## src/hw/rtl/qpht_pkg.sv

```systemverilog
`default_nettype none
// ----------------------------------------------------------------------------
// qpht_pkg: shared definitions for the quadratic probe hash table
// Table geometry, field widths, status codes and the inter-module structs.
// ----------------------------------------------------------------------------
package qpht_pkg;

  // table geometry, size must be a power of two (home slot is a bit mask)
  localparam int TableSize = 16;
  localparam int IdxW      = (TableSize > 1) ? $clog2(TableSize) : 1;
  localparam int CntW      = IdxW + 1;

  // payload widths
  localparam int KeyW = 31;
  localparam int ValW = 32;

  // operation codes of the mode field
  localparam logic ModeInsert = 1'b0;
  localparam logic ModeSearch = 1'b1;

  // result status codes
  typedef enum logic [1:0] {
    STATUS_INSERTED  = 2'd0,
    STATUS_FULL      = 2'd1,
    STATUS_FOUND     = 2'd2,
    STATUS_NOT_FOUND = 2'd3
  } status_e;

  // probe address generator to sequencer
  typedef struct packed {
    logic            issue;
    logic            last;
    logic [IdxW-1:0] slot;
  } probe_t;

  // sequencer to slot store write port
  typedef struct packed {
    logic            en;
    logic [IdxW-1:0] addr;
    logic [KeyW-1:0] key;
    logic [ValW-1:0] value;
  } wr_req_t;

endpackage

`default_nettype wire

```

## src/hw/rtl/qpht_store.sv

```systemverilog
`default_nettype none
// ----------------------------------------------------------------------------
// qpht_store: slot store of the hash table
// Used bits in flops cleared by reset, key and value in a memory with one
// registered read port and one write port.
// ----------------------------------------------------------------------------
module qpht_store (
  input  wire                               clk_i,
  input  wire                               rst_ni,
  input  wire                               rd_en_i,
  input  wire  [qpht_pkg::IdxW-1:0]         rd_addr_i,
  output logic                              used_o,
  output logic [qpht_pkg::KeyW-1:0]         rd_key_o,
  output logic [qpht_pkg::ValW-1:0]         rd_value_o,
  input  wire  qpht_pkg::wr_req_t           wr_req_i
);

  logic [qpht_pkg::TableSize-1:0] used_q;
  logic [qpht_pkg::KeyW-1:0]      key_mem [qpht_pkg::TableSize];
  logic [qpht_pkg::ValW-1:0]      value_mem [qpht_pkg::TableSize];
  logic [qpht_pkg::KeyW-1:0]      rd_key_q;
  logic [qpht_pkg::ValW-1:0]      rd_value_q;

  // used bits, all slots empty after reset
  always_ff @(posedge clk_i or negedge rst_ni) begin
    if (!rst_ni) begin
      used_q <= '0;
    end else if (wr_req_i.en) begin
      used_q[wr_req_i.addr] <= 1'b1;
    end
  end

  assign used_o = used_q[rd_addr_i];

  // key and value memory write
  always_ff @(posedge clk_i) begin
    if (wr_req_i.en) begin
      key_mem[wr_req_i.addr]   <= wr_req_i.key;
      value_mem[wr_req_i.addr] <= wr_req_i.value;
    end
  end

  // registered read, holds while not enabled
  always_ff @(posedge clk_i) begin
    if (rd_en_i) begin
      rd_key_q   <= key_mem[rd_addr_i];
      rd_value_q <= value_mem[rd_addr_i];
    end
  end

  assign rd_key_o   = rd_key_q;
  assign rd_value_o = rd_value_q;

endmodule

`default_nettype wire

```

## src/hw/rtl/qpht_probe_gen.sv

```systemverilog
`default_nettype none
// ----------------------------------------------------------------------------
// qpht_probe_gen: quadratic probe address generator
// Keeps i*i mod size incrementally with an adder (adds 2i+1 per
// probe) and forms the slot address home + i*i mod size.
// ----------------------------------------------------------------------------
module qpht_probe_gen (
  input  wire                          clk_i,
  input  wire                          rst_ni,
  input  wire                          start_i,
  input  wire  [qpht_pkg::IdxW-1:0]    home_i,
  input  wire                          step_i,
  output qpht_pkg::probe_t             probe_o
);

  logic [qpht_pkg::CntW-1:0] cnt_q, cnt_d;
  logic [qpht_pkg::IdxW-1:0] sq_q, sq_d;
  logic [qpht_pkg::IdxW-1:0] home_q, home_d;
  logic [qpht_pkg::IdxW:0]   inc;
  logic                      issue;

  // probes remain while fewer than table size have been issued
  assign issue = (cnt_q < qpht_pkg::CntW'(qpht_pkg::TableSize));
  assign inc   = {cnt_q[qpht_pkg::IdxW-1:0], 1'b1};

  // next probe square offset and count
  always_comb begin
    cnt_d  = cnt_q;
    sq_d   = sq_q;
    home_d = home_q;
    if (start_i) begin
      cnt_d  = '0;
      sq_d   = '0;
      home_d = home_i;
    end else if (step_i && issue) begin
      cnt_d = cnt_q + qpht_pkg::CntW'(1);
      sq_d  = sq_q + inc[qpht_pkg::IdxW-1:0];
    end
  end

  always_ff @(posedge clk_i or negedge rst_ni) begin
    if (!rst_ni) begin
      cnt_q <= qpht_pkg::CntW'(qpht_pkg::TableSize);
    end else begin
      cnt_q <= cnt_d;
    end
  end

  always_ff @(posedge clk_i) begin
    sq_q   <= sq_d;
    home_q <= home_d;
  end

  // slot address wraps modulo the table size
  assign probe_o.issue = issue;
  assign probe_o.last  = (cnt_q == qpht_pkg::CntW'(qpht_pkg::TableSize - 1));
  assign probe_o.slot  = home_q + sq_q;

endmodule

`default_nettype wire

```

## src/hw/rtl/quadratic_probe_hash_table_top.sv

```systemverilog
`default_nettype none
// ----------------------------------------------------------------------------
// quadratic_probe_hash_table_top: open-addressed table, quadratic probing
// Probing: p (1 .. TableSize) is the number of probes, one probe per cycle;
//   the result is registered in the output register after the last check.
// Flow: one item at a time, set by the probe loop over the
//   single read port of the slot store; input stalls while an item runs.
// Reset: rst_ni clears all used bits at once, every slot empty, no sweep.
// ----------------------------------------------------------------------------
module quadratic_probe_hash_table_top (
  input  wire                                  clk_i,
  input  wire                                  rst_ni,
  input  wire                                  in_valid_i,
  output logic                                 in_stall_o,
  input  wire                                  mode_i,
  input  wire  [qpht_pkg::KeyW-1:0]            key_i,
  input  wire  signed [qpht_pkg::ValW-1:0]     value_i,
  output logic                                 out_valid_o,
  input  wire                                  out_stall_i,
  output logic [1:0]                           status_o,
  output logic signed [qpht_pkg::ValW-1:0]     found_value_o
);

  typedef enum logic [1:0] {
    ST_IDLE  = 2'b01,
    ST_PROBE = 2'b10
  } state_e;

  state_e                    state_q, state_d;
  logic                      mode_q;
  logic [qpht_pkg::KeyW-1:0] key_q;
  logic [qpht_pkg::ValW-1:0] value_q;

  // check stage registers
  logic                      chk_vld_q;
  logic                      chk_used_q;
  logic                      chk_last_q;
  logic [qpht_pkg::IdxW-1:0] chk_slot_q;

  // output register
  logic                      out_valid_q;
  qpht_pkg::status_e         out_status_q;
  logic [qpht_pkg::ValW-1:0] out_value_q;

  logic                      accept;
  logic                      start;
  logic                      match;
  logic                      done;
  logic                      out_free;
  logic                      advance;
  logic                      issue_step;
  qpht_pkg::status_e         res_status;
  logic                      used_rd;
  logic [qpht_pkg::KeyW-1:0] rd_key;
  logic [qpht_pkg::ValW-1:0] rd_value;
  qpht_pkg::probe_t          probe;
  qpht_pkg::wr_req_t         wr_req;

  assign in_stall_o = (state_q != ST_IDLE);
  assign accept     = in_valid_i && (state_q == ST_IDLE);
  assign start      = accept;

  // probe check: empty slot, key hit on search, or path exhausted
  assign match    = (mode_q == qpht_pkg::ModeSearch) && chk_used_q && (rd_key == key_q);
  assign done     = (state_q == ST_PROBE) && chk_vld_q && (!chk_used_q || match || chk_last_q);
  assign out_free = !out_valid_q || !out_stall_i;
  assign advance  = (state_q == ST_PROBE) && !(done && !out_free);
  assign issue_step = advance && probe.issue && !done;

  // result status of the finishing probe
  always_comb begin
    if (mode_q == qpht_pkg::ModeInsert) begin
      res_status = chk_used_q ? qpht_pkg::STATUS_FULL : qpht_pkg::STATUS_INSERTED;
    end else begin
      res_status = match ? qpht_pkg::STATUS_FOUND : qpht_pkg::STATUS_NOT_FOUND;
    end
  end

  // insert writes the first empty slot on the path
  always_comb begin
    wr_req.en    = done && out_free && (mode_q == qpht_pkg::ModeInsert) && !chk_used_q;
    wr_req.addr  = chk_slot_q;
    wr_req.key   = key_q;
    wr_req.value = value_q;
  end

  qpht_probe_gen u_probe_gen (
    .clk_i   (clk_i),
    .rst_ni  (rst_ni),
    .start_i (start),
    .home_i  (key_i[qpht_pkg::IdxW-1:0]),
    .step_i  (issue_step),
    .probe_o (probe)
  );

  qpht_store u_store (
    .clk_i      (clk_i),
    .rst_ni     (rst_ni),
    .rd_en_i    (issue_step),
    .rd_addr_i  (probe.slot),
    .used_o     (used_rd),
    .rd_key_o   (rd_key),
    .rd_value_o (rd_value),
    .wr_req_i   (wr_req)
  );

  // sequencer
  always_comb begin
    state_d = state_q;
    unique case (state_q)
      ST_IDLE: begin
        if (accept) state_d = ST_PROBE;
      end
      ST_PROBE: begin
        if (done && out_free) state_d = ST_IDLE;
      end
      default: state_d = ST_IDLE;
    endcase
  end

  always_ff @(posedge clk_i or negedge rst_ni) begin
    if (!rst_ni) begin
      state_q <= ST_IDLE;
    end else begin
      state_q <= state_d;
    end
  end

  // operand capture on the input beat
  always_ff @(posedge clk_i) begin
    if (accept) begin
      mode_q  <= mode_i;
      key_q   <= key_i;
      value_q <= value_i;
    end
  end

  // check stage valid
  always_ff @(posedge clk_i or negedge rst_ni) begin
    if (!rst_ni) begin
      chk_vld_q <= 1'b0;
    end else if (start || (done && out_free)) begin
      chk_vld_q <= 1'b0;
    end else if (advance) begin
      chk_vld_q <= issue_step;
    end
  end

  // check stage payload follows the issued probe
  always_ff @(posedge clk_i) begin
    if (issue_step) begin
      chk_used_q <= used_rd;
      chk_last_q <= probe.last;
      chk_slot_q <= probe.slot;
    end
  end

  // output register valid
  always_ff @(posedge clk_i or negedge rst_ni) begin
    if (!rst_ni) begin
      out_valid_q <= 1'b0;
    end else if (done && out_free) begin
      out_valid_q <= 1'b1;
    end else if (!out_stall_i) begin
      out_valid_q <= 1'b0;
    end
  end

  // output register payload
  always_ff @(posedge clk_i) begin
    if (done && out_free) begin
      out_status_q <= res_status;
      out_value_q  <= match ? rd_value : '0;
    end
  end

  assign out_valid_o   = out_valid_q;
  assign status_o      = out_status_q;
  assign found_value_o = out_value_q;

endmodule

`default_nettype wire
```

## config.mk

```make
export PLATFORM = sky130hd
export DESIGN_NAME = quadratic_probe_hash_table_top
export DESIGN_NICKNAME = d
export VERILOG_FILES = /design/src/hw/rtl/qpht_pkg.sv /design/src/hw/rtl/qpht_store.sv /design/src/hw/rtl/qpht_probe_gen.sv /design/src/hw/rtl/quadratic_probe_hash_table_top.sv
export SDC_FILE = /design/constraint.sdc
export NUM_CORES = 1
export LEC_CHECK = 0
export BUFFER_PORTS_ARGS = -buffer_cell sky130_fd_sc_hd__buf_4
export CAP_MARGIN = 20
export CORE_ASPECT_RATIO = 0.5
export CORE_MARGIN = 5
export CORE_UTILIZATION = 40
export DETAILED_ROUTE_END_ITERATION = 7
export SLEW_MARGIN = 40
export SYNTH_ARGS = -nofsm -noshare
export SYNTH_HDL_FRONTEND = slang
export SYNTH_SLANG_ARGS = --single-unit
```

## constraint.sdc

```tcl
create_clock -name clk_i -period 8.45 [get_ports clk_i]
set_input_delay 0.4225 -clock clk_i [delete_from_list [all_inputs] [get_ports clk_i]]
set_output_delay 0.4225 -clock clk_i [all_outputs]
set_load 0.02 [all_outputs]
```

==> results.yml <==
routing:
  drt_iter0_markers: 2145
  vias: 21761
  routed_wl_um: 106000
  via_per_inst: 5.47
  ant_nets: 0
  wl_per_cell_um: 26.8
  drcViolationCount: 0
  first_pass_iters: 5
power:
  finalPower_uw: 16600
  leakagePower_uw: 0.0172
  vdd_drop_max_v: 0.000300
  p_int_uw: 11700
  p_switching_uw: 4860
  cellPowerDensity_nw_per_um2: 315
  swShare_pct: 29.4
  p_seq_share_pct: 44.8
  combPwrFrac_pct: 26.0
  p_clk_share_pct: 29.2
logic_synthesis:
  yosysWarningCount: 0
  syn-cell-area_sq_um: 45500
  synthArstFlopShare_pct: 2.08
  post_synth_num_cell_types: 46
  syn_area_per_cell_sq_um: 21.2
  synth_edf_count: 1175
  synth_cells: 2141
  yosys_register_bits: 1204
  synthesis.nets: 2218
  seq_area_frac_synth_pct: 79.1
  synth_ff_type: "edfxtp_1"
hold_path:
  hold_path.class: "input port to flip-flop"
layout:
  diodes: 0
  fin_cells: 3976
  finalNetCount: 2452
  area_growth_pct: 15.5
  drive_gt1_share_pct: 25.3
  fillCellCount: 9369
timing:
  min_period_ns: 4.03
  setup-tns-final_ns: 0
  final-hold-violation-count: 0
  setup_slack_ns: 4.42
  final_max_slew_viol_count: 0
  worst_slew_pin_slew_ns: 0.883
  rsz0062_at_grt: "false"
  fin_crit_sh_pct: 47.7
  worst_clock_skew_ns: 0.0241
  fmax_mhz: 248
  setup_viol: 0
  slew_headroom_pct: 41.1
floorplanning:
  start_util_pct: 40.3
  design.die.area_sq_um: 121000
  chipWidth_um: 487
  die_h_um: 248
  ios: 104
  core-area_sq_um: 113000
  rows: 87
job:
  drv_cap: 0
cts:
  clock_path_buffers: 3
  post_cts_buffers: 0
  clockRootBuffer: "clkbuf_16"
  cts_tree: "yes"
  clock_latency_ns: 0.69
  cts-htree-levels: 3
  cts.sinks: 1204
  cts_made_buffers: 108
  path_clk_slew_ns: 0.06
  ctsResizeCount: 0
critical_path:
  cp.arrival_ns: 4.37
  worst_ep_required_time_ns: 8.79
  critPathLaunchType: "flip-flop"
  setup.worst_path.end_class: "flip-flop"
  path_class: "flip-flop to flip-flop"
  path_max_fanout: 40
grt:
  grt.overflow.total: 0
  grt_usage_pct: 17.5
  grt_pass1_wl_um: 155000
  grt_pass1_vias: 22306
  grt_max_degree: 69
  antenna_found_initial: 0
place:
  placedCellCount: 3712
  pre_cts_ws_ns: 4.23
  post-dp-hpwl_um: 53300
  gp_congestion: 0.732
  port_buffers: 103
status:
  status: "finished clean"
-- worst paths after layout --
kind,from,end,slack (ns),cells past startpoint
worst max register to register,key_q[11]$_DFFE_PP_,u_store.rd_value_o[8]$_DFFE_PP_,4.42,8
max in group asynchronous,rst_ni,state_q[0]$_DFFE_PN1P_,7.98,2
worst min-delay path,out_stall_i,out_valid_o$_DFFE_PN0P_,0.12,3
min in group asynchronous,rst_ni,out_valid_o$_DFFE_PN0P_,0.17,2
worst max-delay path,key_q[11]$_DFFE_PP_,u_store.rd_value_o[8]$_DFFE_PP_,4.42,8
worst min register to register,u_store.used_q[12]$_DFFE_PN0P_,u_store.used_q[12]$_DFFE_PN0P_,0.47,1
-- flip-flops by register name, indices dropped and copies added (netlist names) --
name and count:
chk_last_q 1, key_q 31, u_probe_gen.cnt_q 5, mode_q 1
u_probe_gen.sq_q 4, u_store.rd_value_o 32, chk_used_q 1, u_store.rd_key_o 31
value_q 32, status_o 2, chk_slot_q 4, found_value_o 32
u_store.key_mem 496, chk_vld_q 1, u_store.value_mem 512, u_store.used_q 16
out_valid_o 1, state_q 2
-- logic make-up (layout without fill, tap and decap cells) --
| kind of cell | Yosys count | after routing | synth area share, % |
|---|---|---|---|
| simple gates | 429 | 429 | 4.35 |
| compound gates | 83 | 83 | 1.24 |
| xor+xnor | 36 | 36 | 0.710 |
| buf+inv | 117 | 439 | 1.47 |
| fa+ha+maj | 9 | 9 | 0.281 |
| mux | 263 | 263 | 12.8 |
| flops | 1204 | 1204 | 79.1 |
-- through the flow --
stage	hold WS (ns)	cell area (sq um)	utilization, %
floorplan	0.127	45500	-
global placement	0.342	48100	42.6
detailed placement	0.350	48400	42.9
CTS	0.0706	52500	46.6
global route	0.0768	52500	46.6
finish	0.122	52500	46.6
-- cell type report --
cell class                 count  area [sq um]  share of cell area [%]
sequential                  1204         36000                    68.5
multi-input combinational    820          8980                    17.1
clock buffer                 127          2840                    5.40
timing repair buffer         232          2140                    4.08
tap                         1513          1890                    3.60
clock inverter                71           636                    1.21
inverter                       9          38.8                  0.0738
-- cells in the final DEF, fill, tap and decap left out, types with 5 or more instances in the layout --
cell type      count
or2_2             17
xor2_1            32
nor2_4            13
dlygate4sd3_1     65
nor2_1             5
mux2i_1            7
edfxtp_1        1175
nand2_1          268
a31oi_1           65
dfrtp_1           23
and3_1            97
clkbuf_16        111
buf_4            139
buf_6             14
bufinv_16         11
mux4_2           256
inv_1              6
nor4_1             8
clkinv_2          20
buf_16             5
clkinv_1          31
buf_8              5
clkbuf_1          16
ha_1               6
-- cell usage after synthesis (all sizes together), types with 8 or more instances --
cell	n	area share, %
mux4	256	13
or2	17	0.23
xor2	32	0.62
and3	97	1.3
nor2	18	0.15
clkbuf	39	0.32
edfxtp	1175	78
nor4	8	0.11
inv	9	0.074
dfrtp	23	1.3
nand2	268	2.2
buf	69	1.1
a31oi	65	0.89
-- critical path, stage by stage, from the launching register on --
cell and delay (ns):
edfxtp_1 0.68, xor2_1 0.29, nor4_1 0.15, and4_1 0.21, buf_4 0.29, a21bo_4 0.28
a21oi_4 0.57, buf_4 0.71, buf_4 0.45
-- power groups by stage --
stage               Combinational, uW  Sequential, uW  Clock (uW)
finish                           4300            7410        4840
global route                     4660            7450        5200
CTS                              4370            7410        4940
detailed placement               4330            7540           0
global placement                 4320            7510           0
floorplan                        3170            7420           0
-- routing by layer --
metal | track usage, % | up-vias | part of all wire (%)
met4 | 3.58 | 0 | 1.7
met2 | 28.4 | 669 | 49
li1 | - | 9169 | -
met1 | 24.8 | 11798 | 44
met3 | 3.31 | 125 | 5.8
met5 | 0 | - | 0
-- repair_timing --
action                                 CTS  global route
endpoints found under the hold margin   89             0
hold buffers                            65             0
setup endpoints to repair                0             0
No activity file was read; power rests on OpenSTA's default activity.
